**config.mk**
```make
export PLATFORM = sky130hd
export DESIGN_NAME = bbf_ctrl
export DESIGN_NICKNAME = d
export VERILOG_FILES = /design/src/hdl/bbf_pkg.sv /design/src/hdl/bbf_ctrl.sv
export SDC_FILE = /design/constraint.sdc
export NUM_CORES = 1
export LEC_CHECK = 0
export BUFFER_PORTS_ARGS = -buffer_cell sky130_fd_sc_hd__buf_4
export CAP_MARGIN = 20
export CORE_AREA = 2 2 39 41
export DETAILED_ROUTE_END_ITERATION = 12
export DIE_AREA = 0 0 41 43
export PLACE_DENSITY = 0.56
export SLEW_MARGIN = 40
export SYNTH_ARGS = -nofsm -noshare
export SYNTH_HDL_FRONTEND = slang
export SYNTH_SLANG_ARGS = --single-unit
```
**constraint.sdc**
```tcl
create_clock -name i_clk -period 5.32 [get_ports i_clk]
set_clock_uncertainty 0.2 [all_clocks]
set_input_delay 0.266 -clock i_clk [delete_from_list [all_inputs] [get_ports i_clk]]
set_output_delay 0.266 -clock i_clk [all_outputs]
set_load 0.1 [all_outputs]
```
**src/hdl/bbf_pkg.sv**
```systemverilog
package bbf_pkg;

    localparam int BLOCK_INDEX_BITS = 12;
    localparam int BLOCK_BITS_LOG2  = 9;
    localparam int BLOCK_BITS       = 1 << BLOCK_BITS_LOG2;
    localparam int NUM_BLOCKS       = 1 << BLOCK_INDEX_BITS;

    localparam int HASH_W  = 64;
    localparam int PROBE_W = 5;
    localparam int IDX_W   = 4;
    // stride is bumped when this many low bits are all zero
    localparam int BUMP_BITS = 5;

    localparam logic [PROBE_W-1:0] MAX_PROBES  = 5'd16;
    localparam logic [PROBE_W-1:0] PROBE_RESET = 5'd4;

    typedef struct packed {
        logic clr;
        logic accept;
        logic load;
        logic probe;
        logic finish;
    } t_cmd;

    typedef struct packed {
        logic clr_done;
        logic probe_last;
        logic out_free;
    } t_sts;

endpackage

```
**src/hdl/bbf_ctrl.sv**
```systemverilog
module bbf_ctrl (
    input  logic          i_clk,
    input  logic          i_rst_n,
    input  logic          i_in_valid,
    output logic          o_in_ready,
    input  bbf_pkg::t_sts i_sts,
    output bbf_pkg::t_cmd o_cmd
);

    typedef enum logic [4:0] {
        S_CLEAR = 5'b00001,
        S_IDLE  = 5'b00010,
        S_LOAD  = 5'b00100,
        S_PROBE = 5'b01000,
        S_WRITE = 5'b10000
    } t_state;

    t_state r_state;
    t_state n_state;

    always_ff @(posedge i_clk) begin
        if (!i_rst_n) begin
            r_state <= S_CLEAR;
        end else begin
            r_state <= n_state;
        end
    end

    always_comb begin
        n_state    = r_state;
        o_cmd      = '0;
        o_in_ready = 1'b0;
        unique case (r_state)
            S_CLEAR: begin
                o_cmd.clr = 1'b1;
                if (i_sts.clr_done) begin
                    n_state = S_IDLE;
                end
            end
            S_IDLE: begin
                o_in_ready = 1'b1;
                if (i_in_valid) begin
                    o_cmd.accept = 1'b1;
                    n_state      = S_LOAD;
                end
            end
            S_LOAD: begin
                o_cmd.load = 1'b1;
                n_state    = S_PROBE;
            end
            S_PROBE: begin
                o_cmd.probe = 1'b1;
                if (i_sts.probe_last) begin
                    n_state = S_WRITE;
                end
            end
            S_WRITE: begin
                // hold until the result register can take the word
                if (i_sts.out_free) begin
                    o_cmd.finish = 1'b1;
                    n_state      = S_IDLE;
                end
            end
            default: begin
                n_state = S_CLEAR;
            end
        endcase
    end

endmodule

```
==> qor.txt <==
CP bufs+invs - 1
CTS tree - yes
final worst-path cycle share - 42.6%
Placer Congestion - 0.743
clock root buffer master - clkbuf_4
clock latency on the worst-skew pair - 0.24 ns
Slew headroom - 79.9%
clk sinks - 5
# rows - 14
Seq/Total Area, Yosys - 26.7%
cell count after synthesis - 42
Via Count - 325
WL per Instance - 10.8 um
DP Area - 448 um^2
Hold Buf Count CTS - 0
Largest Register - r_state
# diodes - 0
Num CTS Buffers - 3
fmax - 0.442 GHz
most frequent cells in the layout - buf_4 (11), nor3b_1 (5), dfxtp_1 (5)
I/O pin total - 12
WP data required - 4.85 ns
aggregate global routing overflow - 0
worst-margin pin slew - 0.300 ns
Starting Density - 27.1%
first-pass GRT wire length - 1280 um
Core Util, Final - 34.3%
H-tree levels - 1
FF-to-FF End - r_state[1]
vias in the first global route - 280
hold endpoint - r_state[2]
number of remaining DRC errors - 0
final setup TNS - 0 ns
crit end category - output pin
Post-Route WL - 748 um
most common cell after layout, fill and taps aside - buf_4
mapped cell area - 375 um^2
post-CTS setup buffer count - 0
Max Cap Violations - 0
Hold Crit Class - input pin to flop
post-route ant nets - 0
antenna violations before repair - 0
worst hold slack - 0.0760 ns
die area - 0.00176 mm^2
Reg clk slew, reported paths - 0.04 ns
cell chain of the critical path - or3_1 -> nor3b_1 -> and2_1 -> buf_4
yosys warns - 0
CP Class - flop to output pin
Die X - 41 um
Tot GR Track Use - 10.5%
worst path arrival time - 1.80 ns
status - complete, no violations
Final Net Count - 60
drt first pass iters - 4
worst hold start - i_in_valid
Startpoint Class - flop
Crit path largest cell delay - 0.42 ns
static leakage - 0.207 nW
detailed placement HPWL - 574 um
Largest regs - r_state x5
number of max-slew violations in the final report - 0
pwr dens - 310 mW/mm^2
syn nets - 48
port bufs - 11
Multi-input gate area - 241 um^2
largest net degree at the start of global routing - 11
r2r setup slk - 3.43 ns
max reg flops - 5
share of cells above drive strength 1 - 34.0%
Worst path slowest cell - or3_1
Max clock buf depth - 2
CP Max Fanout - 7
final setup fails - 0
Synth Register Bits - 5
fill count - 143
Crit Reg-Reg Startpoint - r_state[1]
Tmin final - 2.26 ns
RSZ-0062 raised after global routing - no
vias per cell - 4.71
Yosys cell types - 24
Core Area - 0.00138 mm^2
crit-path leading delay family - simple AND/OR/NAND/NOR gates
Syn Area/Cell - 8.94 um^2
FF/Latch Area - 100 um^2
design area - 474 um^2
DRT iter0 DRCs - 8
VDD IR max - 0.0867 mV
Final Hold Viols - 0
Hold Path Depth - 2
Area Overhead vs Synth - 26.3%
FF-to-FF path depth - 4
chip height - 43 um
post-cts sizing count - 0
## worst register-to-register path: stages (launching register included)
cell and delay, ns:
dfxtp_1 0.38, or3_4 0.40, or3b_4 0.42, o211ai_4 0.21, mux2i_1 0.20
## layer usage
layer  routed length [um]  GRT usage (%)
met1                  363           16.4
met2                  358           13.1
met3                   26           4.71
met4                    0           2.00
met5                    0              0
## through the flow
stage	cells	power (mW)	worst slack [ns]
CTS	69	0.149	3.05
global placement	65	0.104	3.31
floorplan	42	0.0968	0.762
finish	69	0.147	3.06
detailed placement	65	0.105	3.31
global route	69	0.156	2.89
## cell families (layout without fill, tap and decap cells)
logic type | after synthesis | after routing | share of synthesized area [%]
AND/OR/NAND/NOR | 20 | 20 | 36.3
buffers and inverters | 5 | 16 | 9.00
multiplexers | 2 | 2 | 5.33
flip-flops | 5 | 5 | 26.7
AO/OA/AOI/OAI | 8 | 8 | 18.0
XOR/XNOR | 2 | 2 | 4.67
## cell usage after synthesis
cell | number | area share [%]
dfxtp_1 | 5 | 27
nor3b_1 | 5 | 10
and2_1 | 3 | 5.0
nand2_1 | 3 | 3.0
buf_4 | 2 | 4.0
mux2i_1 | 2 | 5.3
nand4b_1 | 2 | 4.7
nor2_1 | 2 | 2.0
o21a_1 | 2 | 4.0
xor2_1 | 2 | 4.7
a21oi_1 | 1 | 1.3
a22o_1 | 1 | 2.3
and3_1 | 1 | 1.7
and4_1 | 1 | 2.3
buf_6 | 1 | 3.0
clkbuf_1 | 1 | 1.0
inv_2 | 1 | 1.0
o211ai_4 | 1 | 5.7
o21ai_0 | 1 | 1.3
o21ai_1 | 1 | 1.3
o21bai_1 | 1 | 2.0
or3_1 | 1 | 1.7
or3_4 | 1 | 3.0
or3b_4 | 1 | 3.0
## worst max-delay path by stage
stage,endpoint,depth (start not counted),slack (ns),from
6_report,o_cmd[3],4,3.06,r_state[3]
5_1_grt,o_cmd[3],4,2.89,r_state[2]
4_1_cts,o_cmd[3],4,3.05,r_state[2]
3_5_place_dp,o_cmd[3],4,3.31,r_state[2]
3_3_place_gp,o_cmd[3],4,3.31,r_state[3]
2_1_floorplan,o_cmd[3],4,0.76,r_state[4]
## power breakdown
group	internal, mW	total (mW)	switching [mW]
logic	0.0197	0.0562	0.0365
clock network	0.0283	0.0431	0.0148
registers	0.0409	0.0477	0.00678
total	0.0889	0.147	0.0581
## area by class of cell
| class | count | share of cell area, % |
|---|---|---|
| multi-input combinational | 32 | 50.9 |
| clock buffer | 4 | 5.54 |
| timing repair buffer | 11 | 17.4 |
| sequential | 5 | 21.1 |
| tap | 16 | 4.22 |
| inverter | 1 | 0.792 |
Power figures use the tool's default switching activity.
